File: src/smpq_pkg.sv
// types and constants shared by the stable max priority queue files
`timescale 1ns / 1ps
package smpq_pkg;

    localparam int ID_W       = 10;
    localparam int PRIO_W     = 8;
    localparam int CAP_W      = 5;
    localparam int HELD_W     = 5;
    localparam int SMPQ_DEPTH = 16;

    localparam logic [CAP_W-1:0] CAP_RESET = 5'd16;

    // request codes
    localparam logic REQ_INSERT = 1'b0;
    localparam logic REQ_REMOVE = 1'b1;

    typedef struct packed {
        logic [ID_W-1:0]   id;
        logic [PRIO_W-1:0] prio;
    } t_entry;

    // broadcast from the top level to every cell
    typedef struct packed {
        logic   ins;
        logic   rem;
        t_entry new_entry;
    } t_cell_ctl;

endpackage

File: src/smpq_if.sv
// request and response channel interfaces
`timescale 1ns / 1ps
interface smpq_req_if import smpq_pkg::*; ();
    logic              valid;
    logic              ready;
    logic              req_type;
    logic [ID_W-1:0]   requester_id;
    logic [PRIO_W-1:0] priority_level;

    modport source (
        output valid, req_type, requester_id, priority_level,
        input  ready
    );
    modport sink (
        input  valid, req_type, requester_id, priority_level,
        output ready
    );
endinterface

interface smpq_rsp_if import smpq_pkg::*; ();
    logic              valid;
    logic              ready;
    logic [ID_W-1:0]   out_id;
    logic [PRIO_W-1:0] out_priority;
    logic              out_valid;
    logic              insert_rejected;
    logic [HELD_W-1:0] held_count;

    modport source (
        output valid, out_id, out_priority, out_valid, insert_rejected, held_count,
        input  ready
    );
    modport sink (
        input  valid, out_id, out_priority, out_valid, insert_rejected, held_count,
        output ready
    );
endinterface

File: src/smpq_cell.sv
// one place of the sorted queue: holds an entry, shifts in from either neighbour
`timescale 1ns / 1ps
module smpq_cell import smpq_pkg::*; (
    input  logic      i_clk,
    input  t_cell_ctl i_ctl,
    input  logic      i_occupied,
    input  t_entry    i_left_entry,
    input  logic      i_left_ge,
    input  t_entry    i_right_entry,
    output t_entry    o_entry,
    output logic      o_ge
);

    t_entry r_entry;
    t_entry n_entry;

    // held entry stays ahead of the new one (equal priority: older stays ahead)
    assign o_ge    = i_occupied && (r_entry.prio >= i_ctl.new_entry.prio);
    assign o_entry = r_entry;

    always_comb begin
        n_entry = r_entry;
        if (i_ctl.ins) begin
            if (o_ge) begin
                n_entry = r_entry;
            end else if (i_left_ge) begin
                n_entry = i_ctl.new_entry;
            end else begin
                n_entry = i_left_entry;
            end
        end else if (i_ctl.rem) begin
            n_entry = i_right_entry;
        end
    end

    always_ff @(posedge i_clk) begin
        r_entry <= n_entry;
    end

endmodule

File: src/stable_max_priority_queue_core.sv
// top level of the stable max priority queue: cell chain, count and result register
`timescale 1ns / 1ps
// A bounded priority queue held as a row of cells sorted from the highest priority
// (cell 0, served next) downwards; among equal priorities the oldest entry sits nearest
// cell 0. Each item is an insert (req_type 0) or a remove (req_type 1) and gives exactly
// one result item in the cycle after acceptance. Every cell compares its own entry with the
// new priority at once, so all cells update together on an insert or a remove and a new
// item is accepted every cycle while the result register is free or being drained. An insert
// into a full queue (count at the capacity in use, which saturates to 1..QUEUE_DEPTH) is
// rejected and flagged; a remove from an empty queue returns out_valid 0 with id and
// priority 0. held_count is the count after the item, low 5 bits. Capacity writes are taken
// any time and apply to later items; entries already held above a lowered capacity stay
// until removed.
module stable_max_priority_queue_core import smpq_pkg::*; #(
    parameter int QUEUE_DEPTH = SMPQ_DEPTH
) (
    input  logic             i_clk,
    input  logic             i_rst_n,
    input  logic             i_cfg_we,
    input  logic [CAP_W-1:0] i_cfg_data,
    smpq_req_if.sink         i_req,
    smpq_rsp_if.source       o_rsp
);

    // count needs to hold QUEUE_DEPTH itself
    localparam int CNT_W = $clog2(QUEUE_DEPTH + 1);
    // compare width covers both the count and the 5-bit capacity register
    localparam int CMP_W = (CNT_W > CAP_W) ? CNT_W : CAP_W;

    // capacity register
    logic [CAP_W-1:0] r_cap;

    // entry count
    logic [CNT_W-1:0] r_count;
    logic [CNT_W-1:0] n_count;

    // result register
    logic              r_rsp_valid;
    logic [ID_W-1:0]   r_out_id;
    logic [PRIO_W-1:0] r_out_prio;
    logic              r_out_valid;
    logic              r_ins_rej;
    logic [HELD_W-1:0] r_held;

    logic [CMP_W-1:0] w_cap_ext;
    logic [CMP_W-1:0] w_eff_cap;
    logic [CMP_W-1:0] w_cnt_ext;
    logic [CMP_W-1:0] w_ncnt_ext;
    logic             w_full;
    logic             w_empty;
    logic             w_accept;
    logic             w_is_ins;
    logic             w_is_rem;
    t_cell_ctl        w_ctl;

    // chain wiring
    t_entry w_entry   [QUEUE_DEPTH];
    logic   w_ge      [QUEUE_DEPTH];
    t_entry w_left    [QUEUE_DEPTH];
    logic   w_left_ge [QUEUE_DEPTH];
    t_entry w_right   [QUEUE_DEPTH];
    logic   w_occ     [QUEUE_DEPTH];

    // take a new item when the result register is empty or being emptied
    assign i_req.ready = i_rst_n && (!r_rsp_valid || o_rsp.ready);
    assign w_accept    = i_req.valid && i_req.ready;

    // effective capacity, saturated to 1..QUEUE_DEPTH
    always_comb begin
        w_cap_ext = CMP_W'(r_cap);
        if (w_cap_ext == '0) begin
            w_eff_cap = CMP_W'(1);
        end else if (w_cap_ext > CMP_W'(QUEUE_DEPTH)) begin
            w_eff_cap = CMP_W'(QUEUE_DEPTH);
        end else begin
            w_eff_cap = w_cap_ext;
        end
    end

    assign w_cnt_ext = CMP_W'(r_count);
    assign w_full    = (w_cnt_ext >= w_eff_cap);
    assign w_empty   = (r_count == '0);

    assign w_is_ins = w_accept && (i_req.req_type == REQ_INSERT);
    assign w_is_rem = w_accept && (i_req.req_type == REQ_REMOVE);

    assign w_ctl.ins            = w_is_ins && !w_full;
    assign w_ctl.rem            = w_is_rem && !w_empty;
    assign w_ctl.new_entry.id   = i_req.requester_id;
    assign w_ctl.new_entry.prio = i_req.priority_level;

    always_comb begin
        n_count = r_count;
        if (w_ctl.ins) begin
            n_count = r_count + CNT_W'(1);
        end else if (w_ctl.rem) begin
            n_count = r_count - CNT_W'(1);
        end
    end

    assign w_ncnt_ext = CMP_W'(n_count);

    // row of cells, cell 0 holds the entry served next
    for (genvar g = 0; g < QUEUE_DEPTH; g++) begin : g_cell
        assign w_occ[g] = (CNT_W'(g) < r_count);

        if (g == 0) begin : g_head
            // nothing ahead of the head cell: the new entry lands here if it wins
            assign w_left[g]    = w_ctl.new_entry;
            assign w_left_ge[g] = 1'b1;
        end else begin : g_mid
            assign w_left[g]    = w_entry[g-1];
            assign w_left_ge[g] = w_ge[g-1];
        end

        if (g == QUEUE_DEPTH - 1) begin : g_tail
            assign w_right[g] = w_entry[g];
        end else begin : g_body
            assign w_right[g] = w_entry[g+1];
        end

        smpq_cell u_cell (
            .i_clk         (i_clk),
            .i_ctl         (w_ctl),
            .i_occupied    (w_occ[g]),
            .i_left_entry  (w_left[g]),
            .i_left_ge     (w_left_ge[g]),
            .i_right_entry (w_right[g]),
            .o_entry       (w_entry[g]),
            .o_ge          (w_ge[g])
        );
    end

    // control state
    always_ff @(posedge i_clk) begin
        if (!i_rst_n) begin
            r_cap       <= CAP_RESET;
            r_count     <= '0;
            r_rsp_valid <= 1'b0;
        end else begin
            if (i_cfg_we) begin
                r_cap <= i_cfg_data;
            end
            r_count <= n_count;
            if (w_accept) begin
                r_rsp_valid <= 1'b1;
            end else if (o_rsp.ready) begin
                r_rsp_valid <= 1'b0;
            end
        end
    end

    // result payload, loaded with each accepted item
    always_ff @(posedge i_clk) begin
        if (w_accept) begin
            r_out_id    <= w_ctl.rem ? w_entry[0].id : '0;
            r_out_prio  <= w_ctl.rem ? w_entry[0].prio : '0;
            r_out_valid <= w_ctl.rem;
            r_ins_rej   <= w_is_ins && w_full;
            r_held      <= w_ncnt_ext[HELD_W-1:0];
        end
    end

    assign o_rsp.valid           = r_rsp_valid;
    assign o_rsp.out_id          = r_out_id;
    assign o_rsp.out_priority    = r_out_prio;
    assign o_rsp.out_valid       = r_out_valid;
    assign o_rsp.insert_rejected = r_ins_rej;
    assign o_rsp.held_count      = r_held;

endmodule

File: src/flat_wrapper.sv
// flat-port wrapper written by rule: the top's interface ports become plain ports
module stable_max_priority_queue_core_flat import smpq_pkg::*;
#(
    parameter int QUEUE_DEPTH = SMPQ_DEPTH
)
  (i_clk, i_rst_n, i_cfg_we, i_cfg_data, i_req_valid, i_req_req_type, i_req_requester_id, i_req_priority_level, i_req_ready, o_rsp_valid, o_rsp_out_id, o_rsp_out_priority, o_rsp_out_valid, o_rsp_insert_rejected, o_rsp_held_count, o_rsp_ready);
  smpq_req_if i_req_i ();
  smpq_rsp_if o_rsp_i ();
  input  logic i_clk;
  input  logic i_rst_n;
  input  logic i_cfg_we;
  input  logic [CAP_W-1:0] i_cfg_data;
  input wire logic [$bits(i_req_i.valid)-1:0] i_req_valid;
  input wire logic [$bits(i_req_i.req_type)-1:0] i_req_req_type;
  input wire logic [$bits(i_req_i.requester_id)-1:0] i_req_requester_id;
  input wire logic [$bits(i_req_i.priority_level)-1:0] i_req_priority_level;
  output wire logic [$bits(i_req_i.ready)-1:0] i_req_ready;
  output wire logic [$bits(o_rsp_i.valid)-1:0] o_rsp_valid;
  output wire logic [$bits(o_rsp_i.out_id)-1:0] o_rsp_out_id;
  output wire logic [$bits(o_rsp_i.out_priority)-1:0] o_rsp_out_priority;
  output wire logic [$bits(o_rsp_i.out_valid)-1:0] o_rsp_out_valid;
  output wire logic [$bits(o_rsp_i.insert_rejected)-1:0] o_rsp_insert_rejected;
  output wire logic [$bits(o_rsp_i.held_count)-1:0] o_rsp_held_count;
  input wire logic [$bits(o_rsp_i.ready)-1:0] o_rsp_ready;
  assign i_req_i.valid = i_req_valid;
  assign i_req_i.req_type = i_req_req_type;
  assign i_req_i.requester_id = i_req_requester_id;
  assign i_req_i.priority_level = i_req_priority_level;
  assign i_req_ready = i_req_i.ready;
  assign o_rsp_valid = o_rsp_i.valid;
  assign o_rsp_out_id = o_rsp_i.out_id;
  assign o_rsp_out_priority = o_rsp_i.out_priority;
  assign o_rsp_out_valid = o_rsp_i.out_valid;
  assign o_rsp_insert_rejected = o_rsp_i.insert_rejected;
  assign o_rsp_held_count = o_rsp_i.held_count;
  assign o_rsp_i.ready = o_rsp_ready;
  stable_max_priority_queue_core #(.QUEUE_DEPTH(QUEUE_DEPTH)) u_core (.i_clk(i_clk), .i_rst_n(i_rst_n), .i_cfg_we(i_cfg_we), .i_cfg_data(i_cfg_data), .i_req(i_req_i), .o_rsp(o_rsp_i));
endmodule
File: config.mk
export PLATFORM = sky130hd
export DESIGN_NAME = stable_max_priority_queue_core_flat
export DESIGN_NICKNAME = d
export VERILOG_FILES = /design/src/smpq_pkg.sv /design/src/smpq_if.sv /design/src/smpq_cell.sv /design/src/stable_max_priority_queue_core.sv /design/src/flat_wrapper.sv
export SDC_FILE = /design/constraint.sdc
export NUM_CORES = 1
export LEC_CHECK = 0
export ABC_AREA = 1
export CAP_MARGIN = 15
export CORE_MARGIN = 8
export CORE_UTILIZATION = 60
export DETAILED_ROUTE_END_ITERATION = 10
export DONT_BUFFER_PORTS = 1
export PLACE_DENSITY = 0.74
export SLEW_MARGIN = 25
export SYNTH_ARGS = -nofsm -noshare
export SYNTH_HDL_FRONTEND = slang
export SYNTH_SLANG_ARGS = --single-unit
File: constraint.sdc
create_clock -name i_clk -period 4.23 [get_ports i_clk]
set_clock_uncertainty 0.2 [all_clocks]
set_input_delay 0.2115 -clock i_clk [delete_from_list [all_inputs] [get_ports i_clk]]
set_output_delay 0.2115 -clock i_clk [all_outputs]
set_load 0.05 [all_outputs]
==> summary.txt, run 1 <==
Insertion delay to the later sink of the worst-skew pair = 530 ps
Largest net degree at the start of global routing = 96
Final nets = 2832
Area Growth Syn to Fin = 7.58%
Leak = 0.0111 µW
Crit Path Category = register to register
Largest family of logic cells by synthesized area = simple AND/OR/NAND/NOR gates
Gr usage total = 0.281
Crit end category = register
Share of post-route cells with drive strength above 1 = 0.0501
Hold depth = 3
Cell-internal power = 5820 µW
Syn Inst Count = 2693
Mapped Area = 0.0209 mm²
Setup TNS Final = 0 ps
Post-synthesis adder-cell area fraction = 0.0815
Simple-Gate Fraction of Synth Area = 0.328
Die Area = 0.0410 mm²
Register area share after synthesis = 0.461
Routed WL = 59000 µm
Clock Pin Slew Worst Setup and Hold Paths = 70 ps
Clock sink count = 324
Wire per inst = 18.7 µm
R2r endpoint = u_core.g_cell[8].u_cell.o_entry[15]
Diodes inserted = 0
Post-DP Area = 0.0212 mm²
CP top delay family = buffers and inverters
Initial Util = 0.607
Clk pwr share = 0.381
Class of the worst hold path = input port to register
Gr ovfl total = 0
Most common cell after layout, fill and taps aside = nand2_1
Sequential share of power = 0.481
FF-to-FF Start = u_core.r_count[0]
Global-route wire length before repair = 93200 µm
Design area = 0.0225 mm²
Top cells by area, synth = edfxtp_1 (45%), nand2_1 (18%), nand3_1 (13%)
Syn_nets = 2858
Combinational share of power = 0.138
Rel. slew slack = 0.263
Crit-path cells = inv_1, ha_1, inv_1, a21oi_1, nor2_1, nand2_8, buf_4, buf_4, nand2_1, nand2_1
Slew @ Worst Pin = 1100 ps
Switching Fraction = 0.278
CTS Buffer Depth = 3
Synth cell types = 30
RD Place Congestion = 0.884
CTS H-tree depth = 2
Chip Width = 202 µm
Vias per cell = 5.88
Worst vdd ir = 0.304 mV
Cell count along the critical path = 10
I/O pins = 56
Setup Slack @ Placement = 334 ps
Setup bufs post-CTS = 0
Die Ht = 202 µm
Initial antenna violation count = 0
Switching power = 2240 µW
Synth Register Bits = 324
DP HPWL = 41000 µm
CP peak stage delay = 860 ps
1st-iter DRT viols = 1996
Final worst path period need = 3660 ps
Hold Startpoint = i_req_priority_level[2]
CTS Buf Count = 37
CTS tree = built
Post-layout util = 0.653
Most frequent cells in the layout = nand2_1 (1013), nand3_1 (523), inv_1 (339), edfxtp_1 (313), ha_1 (136)
Syn. warnings = 0
Startpoint Class = register
Final hold vios = 0
Crit path arrival time = 3850 ps
Unrepaired setup endpoints after global routing = no
Vias in the first global route = 17900
Synth area leader = edfxtp_1
Critical path peak fanout = 95
Rows = 68
Core area = 0.0344 mm²
Status = finished, final reports clean
R2R depth = 10
Fmax = 273 MHz
Mux contribution to synthesized area = 0
Port Buffers = 0
Req. time, crit path = 4420 ps
CP startpoint = u_core.r_count[0]
Fin crit share = 0.865
DRC = 0
CP max-delay cell = buf_4
Synth Area in XOR/XNOR = 0.00126
Clk root buf = clkbuf_16
TritonRoute pass-1 iters = 6
Setup ws final = 571 ps
Slack of the worst reg-to-reg path = 570 ps
Buf/Inv on CP = 4
Vias = 18500
Antenna Violating Nets Remaining = 0
Max_cap viols = 0
Worst hold endpoint = u_core.g_cell[15].u_cell.o_entry[2]
Synth top area share = 0.450
Count of final max-slew check failures = 0
Pwr dens = 359 mW/mm²
Compound-cell area share of the yosys netlist = 0.0319
Final hold slack = 47.6 ps
Mapped Avg Cell Area = 7.75 µm²
Final Setup Violations = 0
[how the worst max path moves through the flow]
stage                                      endpoint
2_1_floorplan   u_core.g_cell[15].u_cell.o_entry[0]
3_3_place_gp   u_core.g_cell[13].u_cell.o_entry[16]
3_5_place_dp     u_core.g_cell[0].u_cell.o_entry[6]
4_1_cts         u_core.g_cell[8].u_cell.o_entry[15]
5_1_grt         u_core.g_cell[8].u_cell.o_entry[15]
6_report        u_core.g_cell[8].u_cell.o_entry[15]
[power groups by stage]
| stage | clock (µW) | combinational (µW) | sequential, µW |
|---|---|---|---|
| floorplan | 0 | 791 | 3880 |
| finish | 3070 | 1110 | 3870 |
| global placement | 0 | 1030 | 3930 |
| global route | 3200 | 1240 | 3880 |
| detailed placement | 0 | 1070 | 3930 |
| CTS | 3080 | 1090 | 3870 |
[sequential cells by signal, summed over array words and instances (netlist names)]
name / count
u_core.g_cell.u_cell.o_entry: 288
u_core.o_rsp.out_id: 10
u_core.o_rsp.out_priority: 8
u_core.o_rsp.held_count: 5
u_core.r_cap: 5
u_core.r_count: 5
u_core.o_rsp.insert_rejected: 1
u_core.o_rsp.out_valid: 1
u_core.o_rsp.valid: 1
[Yosys cell counts]
cell,number
buf_1,3
o21ai_2,6
clkinv_1,8
nand3b_1,1
nand2_1,1013
inv_1,339
buf_4,12
nand2_2,13
nand4_1,5
nor3_1,2
nor2_1,70
xor2_1,2
a21oi_4,1
buf_2,53
nand3_1,523
o21ai_0,48
inv_2,6
a21oi_2,1
buf_6,12
nor2_2,2
o21a_1,16
dfxtp_1,11
clkbuf_1,49
a21oi_1,44
edfxtp_1,313
o21bai_1,1
clkinv_4,1
nand3_2,1
xnor2_1,1
ha_1,136
[timing repair]
item	in CTS	in global routing
hold buffers	11	0
endpoints found under the hold margin	14	0
gates resized for setup	0	0
[routing by layer]
metal | up-vias | wire [µm] | global-route usage
li1 | 8717 | - | -
met3 | 190 | 4760 | 0.0457
met2 | 901 | 29200 | 0.484
met1 | 8726 | 22700 | 0.345
met5 | - | 0 | 0
met4 | 0 | 2450 | 0.122
[kinds of logic after synthesis]
group           count (synthesis)
buf+inv                       483
compound gates                117
xor+xnor                        3
fa+ha+maj                     136
simple gates                 1630
flops                         324
[metrics by stage]
stage | instances | total power, µW
2_1_floorplan | 2693 | 4670
3_3_place_gp | 3072 | 4960
3_5_place_dp | 3072 | 5010
4_1_cts | 3150 | 8040
5_1_grt | 3150 | 8320
6_report | 3150 | 8050
[final cells by class]
class / instances / area (µm²)
fill: 2927 / 11900
sequential: 324 / 9620
multi-input combinational: 1886 / 9240
inverter: 354 / 1340
clock buffer: 52 / 1060
tap: 455 / 569
timing repair buffer: 64 / 546
clock inverter: 15 / 72.6
[tightest hold or removal path: stages]
cell and delay, ps:
clkinv_1 70, buf_4 210, o21ai_0 110
No activity file was read; power rests on OpenSTA's default activity.
==> run 2: changes to the inputs <==
--- a/config.mk
+++ b/config.mk
@@ -6,12 +6,14 @@
 export NUM_CORES = 1
 export LEC_CHECK = 0
 export ABC_AREA = 1
-export CAP_MARGIN = 15
+export CAP_MARGIN = 20
 export CORE_MARGIN = 8
 export CORE_UTILIZATION = 60
 export DETAILED_ROUTE_END_ITERATION = 10
 export DONT_BUFFER_PORTS = 1
+export GPL_TIMING_DRIVEN = 0
 export PLACE_DENSITY = 0.74
+export REMOVE_ABC_BUFFERS = 1
 export SLEW_MARGIN = 25
 export SYNTH_ARGS = -nofsm -noshare
 export SYNTH_HDL_FRONTEND = slang
==> run 2 against run 1 <==
Register-to-register slack worse by 430 ps. Power rose by 0.51%. Worst setup slack lost 430 ps. Critical path type unchanged. Global-route usage fell by 0.22 points. Highest routed layer unchanged. Largest cell class unchanged. Non-clock buffer count is 49 lower. Critical path depth is 1 higher.
==> summary.txt, run 2 (synthesis gave the netlist of run 1 again) <==
CTS tree = built
Crit end category = register
Cell-internal power = 5810 µW (-0.14%)
Slew @ Worst Pin = 1080 ps (-28.5 ps)
Class of the worst hold path = input port to register
Area Growth Syn to Fin = 6.87%
Insertion delay to the later sink of the worst-skew pair = 550 ps (+20 ps)
Gr ovfl total = 0 (unchanged)
Clk root buf = clkbuf_16
TritonRoute pass-1 iters = 6 (unchanged)
Share of post-route cells with drive strength above 1 = 0.0430 (-0.00707)
Switching power = 2280 µW (+2.2%)
FF-to-FF Start = u_core.r_count[2]
R2R depth = 11 (+1)
Crit Path Category = register to register
Worst hold endpoint = u_core.g_cell[0].u_cell.o_entry[14]
Wire per inst = 19.1 µm (+1.9%)
Slack of the worst reg-to-reg path = 140 ps (-430 ps)
Post-DP Area = 0.0209 mm² (-1.2%)
Status = finished, final reports clean
Vias in the first global route = 17800 (-0.35%)
Clock Pin Slew Worst Setup and Hold Paths = 60 ps (about the same)
Initial antenna violation count = 0 (unchanged)
CTS Buffer Depth = 3 (unchanged)
Clock sink count = 324 (unchanged)
Die Area = 0.0410 mm² (unchanged)
Most common cell after layout, fill and taps aside = nand2_1
Pwr dens = 363 mW/mm² (+1.2%)
Rel. slew slack = 0.282 (+0.0190)
Worst vdd ir = 0.364 mV (+20%)
Max_cap viols = 0 (unchanged)
Max reg flops = 288 (unchanged)
Switching Fraction = 0.282 (+0.00465)
Chip Width = 202 µm (unchanged)
Vias per cell = 5.94 (+1.0%)
Setup TNS Final = 0 ps (unchanged)
Hold depth = 4 (+1)
Fin crit share = 0.966 (+0.101)
Final worst path period need = 4090 ps (+427 ps)
1st-iter DRT viols = 2051 (+2.8%)
Req. time, crit path = 4200 ps (-220 ps)
Cells after DPL = 3024 (-1.6%)
Largest net degree at the start of global routing = 137 (+43%)
Most frequent cells in the layout = nand2_1 (997), nand3_1 (523), inv_1 (339), edfxtp_1 (313), ha_1 (136)
Fmax = 245 MHz (-10%)
R2r endpoint = u_core.g_cell[5].u_cell.o_entry[2]
Crit path arrival time = 4060 ps (+210 ps)
Critical path peak fanout = 136 (+43%)
Diodes inserted = 0 (unchanged)
Count of final max-slew check failures = 0 (unchanged)
Design area = 0.0223 mm² (-0.66%)
Layout Cells excl Fill = 3105 (-1.4%)
Setup bufs post-CTS = 0 (unchanged)
Combinational share of power = 0.136 (-0.002)
I/O pins = 56 (unchanged)
Core area = 0.0344 mm² (unchanged)
CTS H-tree depth = 2 (unchanged)
Antenna Violating Nets Remaining = 0 (unchanged)
Rows = 68 (unchanged)
Startpoint Class = register
Final hold vios = 0 (unchanged)
RD Place Congestion = 0.832 (-5.8%)
Port Buffers = 0 (unchanged)
Final Setup Violations = 0 (unchanged)
Final nets = 2787 (-1.6%)
Initial Util = 0.607 (unchanged)
Gr usage total = 0.279 (-0.00220)
Clk pwr share = 0.387 (+0.006)
DP HPWL = 37000 µm (-9.7%)
Die Ht = 202 µm (unchanged)
Sequential share of power = 0.477 (-0.004)
Leak = 0.0109 µW (-1.7%)
DRC = 0 (unchanged)
Global-route wire length before repair = 93400 µm (+0.32%)
CTS Buf Count = 38 (+2.7%)
Vias = 18500 (-0.43%)
Routed WL = 59300 µm (+0.46%)
Hold Startpoint = i_req_req_type
[run 2: repair_timing]
item | in CTS | in global routing
gates cloned | 1 | 2
setup endpoints to repair | 274 | 270
pin swaps | 1 | 1
gates resized for setup | 15 | 7
hold buffers | 11 | 0
endpoints found under the hold margin | 14 | 0
[run 2: routing by layer]
layer | vias to the layer above | GRT usage | part of all wire
li1 | 8643 | - | -
met2 | 863 | 0.483 | 0.49
met4 | 0 | 0.116 | 0.038
met3 | 165 | 0.0352 | 0.075
met5 | - | 0 | 0
met1 | 8783 | 0.348 | 0.39
[run 2: per-stage QoR]
| stage | util | hold WS, ps | setup WS [ps] | total power [µW] |
|---|---|---|---|---|
| 3_3_place_gp | 0.604 | 118 | -6080 | 4940 |
| 4_1_cts | 0.647 | 86.5 | 48.1 | 8080 |
| 3_5_place_dp | 0.609 | 122 | -700 | 4970 |
| 6_report | 0.649 | 76.3 | 143 | 8090 |
| 5_1_grt | 0.649 | 115 | -7.98 | 8360 |
| 2_1_floorplan | - | 112 | -2810 | 4640 |
[run 2: how the worst max path moves through the flow]
stage | start | endpoint | cells after the start
2_1_floorplan | u_core.o_rsp.valid | u_core.g_cell[0].u_cell.o_entry[0] | 7
3_3_place_gp | u_core.o_rsp.valid | u_core.g_cell[11].u_cell.o_entry[7] | 7
3_5_place_dp | u_core.o_rsp.valid | u_core.g_cell[11].u_cell.o_entry[6] | 9
4_1_cts | u_core.r_count[2] | u_core.g_cell[11].u_cell.o_entry[16] | 11
5_1_grt | u_core.r_count[2] | u_core.g_cell[13].u_cell.o_entry[12] | 11
6_report | u_core.r_count[2] | u_core.g_cell[5].u_cell.o_entry[2] | 11
[run 2: area by class of cell]
| type | instances | area (µm²) |
|---|---|---|
| well taps | 455 | 569 |
| clock buffers | 48 | 1020 |
| repair buffers | 15 | 220 |
| clock inverters | 20 | 143 |
| repair inverters | 1 | 16.3 |
| flip-flops and latches | 324 | 9620 |
| fillers | 2936 | 12100 |
| inverters | 354 | 1360 |
| multi-input cells | 1888 | 9350 |
[run 2: power by group through the flow]
stage | Combinational (µW) | Sequential [µW] | Clock, µW
6_report | 1100 | 3860 | 3130
4_1_cts | 1070 | 3850 | 3150
5_1_grt | 1230 | 3870 | 3260
2_1_floorplan | 759 | 3880 | 0
3_3_place_gp | 1020 | 3920 | 0
3_5_place_dp | 1050 | 3920 | 0
[run 2: critical path, stage by stage (launching register included)]
cell and delay (ps):
dfxtp_1 620, ha_1 340, nand2_1 70, inv_1 40
o21bai_1 120, nand2_1 80, nor2_2 500, nand2_8 320
buf_16 370, clkinv_16 330, nand2_1 130, nand2_2 400
==> run 3: changes to the inputs <==
--- a/config.mk
+++ b/config.mk
@@ -7,12 +7,15 @@
 export LEC_CHECK = 0
 export ABC_AREA = 1
 export CAP_MARGIN = 20
+export CELL_PAD_IN_SITES_DETAIL_PLACEMENT = 0
+export CELL_PAD_IN_SITES_GLOBAL_PLACEMENT = 1
 export CORE_MARGIN = 8
-export CORE_UTILIZATION = 60
+export CORE_UTILIZATION = 49
+export CTS_CLUSTER_DIAMETER = 40
 export DETAILED_ROUTE_END_ITERATION = 10
 export DONT_BUFFER_PORTS = 1
 export GPL_TIMING_DRIVEN = 0
-export PLACE_DENSITY = 0.74
+export PLACE_DENSITY = 0.79
 export REMOVE_ABC_BUFFERS = 1
 export SLEW_MARGIN = 25
 export SYNTH_ARGS = -nofsm -noshare
==> run 3 against run 2 <==
Clock-buffer cell count rose by 12. Sequential cell count stayed put. Sequential share of layout area shrank 2.0 points. Utilization down 9.2 points. Final area rose by 4.9%.
==> summary.txt, run 3 (synthesis gave the netlist of run 1 again) <==
I/O pins = 56 (unchanged)
Core area = 0.0420 mm² (+22%)
Rows = 75 (+10%)
Vias in the first global route = 18000 (+1.1%)
CP startpoint = u_core.r_cap[0]
Antenna Violating Nets Remaining = 0 (unchanged)
Die Area = 0.0494 mm² (+21%)
Crit path arrival time = 4020 ps (-40 ps)
Final worst path period need = 4000 ps (-87.5 ps)
Most common cell after layout, fill and taps aside = nand2_1
Gr ovfl total = 0 (unchanged)
Clk pwr share = 0.477 (+0.090)
Fin crit share = 0.945 (-0.0207)
Cell-internal power = 6880 µW (+18%)
Gr usage total = 0.246 (-0.0324)
FF-to-FF Start = u_core.r_cap[0]
Port Buffers = 0 (unchanged)
Final Setup Violations = 0 (unchanged)
Fmax = 250 MHz (+2.2%)
Most frequent cells in the layout = nand2_1 (998), nand3_1 (523), inv_1 (339), edfxtp_1 (313), ha_1 (136)
Initial Util = 0.496 (-0.111)
Clock Pin Slew Worst Setup and Hold Paths = 60 ps (about the same)
Global-route wire length before repair = 98200 µm (+5.1%)
DRC = 0 (unchanged)
Class of the worst hold path = input port to register
Slew @ Worst Pin = 1150 ps (+77.3 ps)
Routed WL = 62500 µm (+5.3%)
CTS Buf Count = 56 (+47%)
Leak = 0.0114 µW (+4.4%)
Largest net degree at the start of global routing = 109 (-20%)
Diodes inserted = 0 (unchanged)
Unrepaired setup endpoints after global routing = no
Combinational share of power = 0.118 (-0.018)
Req. time, crit path = 4260 ps (+60 ps)
Switching Fraction = 0.279 (-0.00334)
Cells after DPL = 3114 (+3.0%)
Max_cap viols = 0 (unchanged)
TritonRoute pass-1 iters = 5 (-1)
Final nets = 2817 (+1.1%)
Slack of the worst reg-to-reg path = 230 ps (+90 ps)
Startpoint Class = register
1st-iter DRT viols = 1467 (-28%)
Worst hold endpoint = u_core.g_cell[15].u_cell.o_entry[4]
Pwr dens = 408 mW/mm² (+12%)
Area Growth Syn to Fin = 12.1%
CTS H-tree depth = 2 (unchanged)
Filler instances = 3976 (+35%)
Critical path peak fanout = 107 (-21%)
R2r endpoint = u_core.g_cell[2].u_cell.o_entry[11]
Vias per cell = 5.62 (-5.4%)
CTS Buffer Depth = 3 (unchanged)
Die Ht = 222 µm (+9.8%)
Wire per inst = 19.3 µm (+0.97%)
Chip Width = 222 µm (+9.8%)
Layout Cells excl Fill = 3239 (+4.3%)
Clock sink count = 324 (unchanged)
Sequential share of power = 0.405 (-0.072)
Count of final max-slew check failures = 0 (unchanged)
Final hold vios = 0 (unchanged)
Worst vdd ir = 0.267 mV (-27%)
RD Place Congestion = 0.786 (-5.6%)
Crit end category = register
Setup TNS Final = 0 ps (unchanged)
R2R depth = 15 (+4)
CTS tree = built
Rel. slew slack = 0.232 (-0.0507)
Status = finished, final reports clean
Switching power = 2660 µW (+16%)
Clk root buf = clkbuf_16
DP HPWL = 40100 µm (+8.5%)
Insertion delay to the later sink of the worst-skew pair = 600 ps (+50 ps)
Max reg flops = 288 (unchanged)
Initial antenna violation count = 2 (+2)
Hold Startpoint = i_req_priority_level[4]
Crit Path Category = register to register
Vias = 18200 (-1.4%)
Hold depth = 2 (-2)
Share of post-route cells with drive strength above 1 = 0.0619 (+0.0188)
[run 3: area by class of cell]
class	count	area (µm²)	area share
tap	539	674	0.0288
multi-input combinational	1886	9350	0.400
timing repair buffer	30	500	0.0214
inverter	354	1360	0.0583
clock buffer	60	1460	0.0623
sequential	324	9620	0.411
clock inverter	46	422	0.0180
[run 3: worst max-delay path, stage by stage, from the launching register on]
cell       delay [ps]
dfxtp_1           330
nor2_1            100
nand2_1            90
nand2_1            90
nand2_1            70
ha_1              290
nand2_1            60
o21bai_1          100
nand2_1            60
nor2_1            350
nand2_8           220
buf_16            270
buf_16            250
clkinv_16         230
nand2_1            90
nand2_1           610
[run 3: how the worst max path moves through the flow]
stage | slack (ps) | cells past startpoint | endpoint
finish | 230 | 15 | u_core.g_cell[2].u_cell.o_entry[11]
global route | 20 | 15 | u_core.g_cell[2].u_cell.o_entry[11]
CTS | 20 | 13 | u_core.g_cell[13].u_cell.o_entry[7]
detailed placement | -560 | 10 | u_core.g_cell[12].u_cell.o_entry[6]
global placement | -6600 | 9 | u_core.g_cell[14].u_cell.o_entry[16]
floorplan | -2810 | 7 | u_core.g_cell[0].u_cell.o_entry[0]
[run 3: routing by layer]
metal,GRT usage,up-vias,routed length [µm],part of all wire
met5,0,-,0,0
met4,0.0782,0,1630,0.026
met3,0.0339,114,3530,0.057
met2,0.437,553,31100,0.50
met1,0.307,8817,26200,0.42
li1,-,8719,-,-
[run 3: through the flow]
step                      hold WS, ps  utilization  total power [µW]  setup slack (ps)  instance area (µm²)
after floorplan                   112            -              4640             -2810                20200
after global placement            116        0.496              4980             -6600                20900
after detailed placement          133        0.504              5010              -560                21200
after CTS                        7.76        0.555              9570              16.6                23300
after global routing             23.0        0.556              9880              16.5                23400
final                            31.7        0.556              9540               231                23400
[run 3: power by group through the flow]
| stage | Sequential (µW) | Clock [µW] | Combinational (µW) |
|---|---|---|---|
| after floorplan | 3880 | 0 | 759 |
| after global placement | 3920 | 0 | 1050 |
| after detailed placement | 3930 | 0 | 1080 |
| after CTS | 3860 | 4590 | 1120 |
| after global routing | 3880 | 4740 | 1270 |
| final | 3860 | 4550 | 1130 |
[run 3: what timing repair did]
item                       in CTS  in global routing
gates resized for setup        18                  8
pin swaps                       0                  0
hold buffers                   17                  0
setup endpoints to repair     180                270
setup buffers                   0                  0
cloned                          1                  1
hold endpoints to repair       56                  0
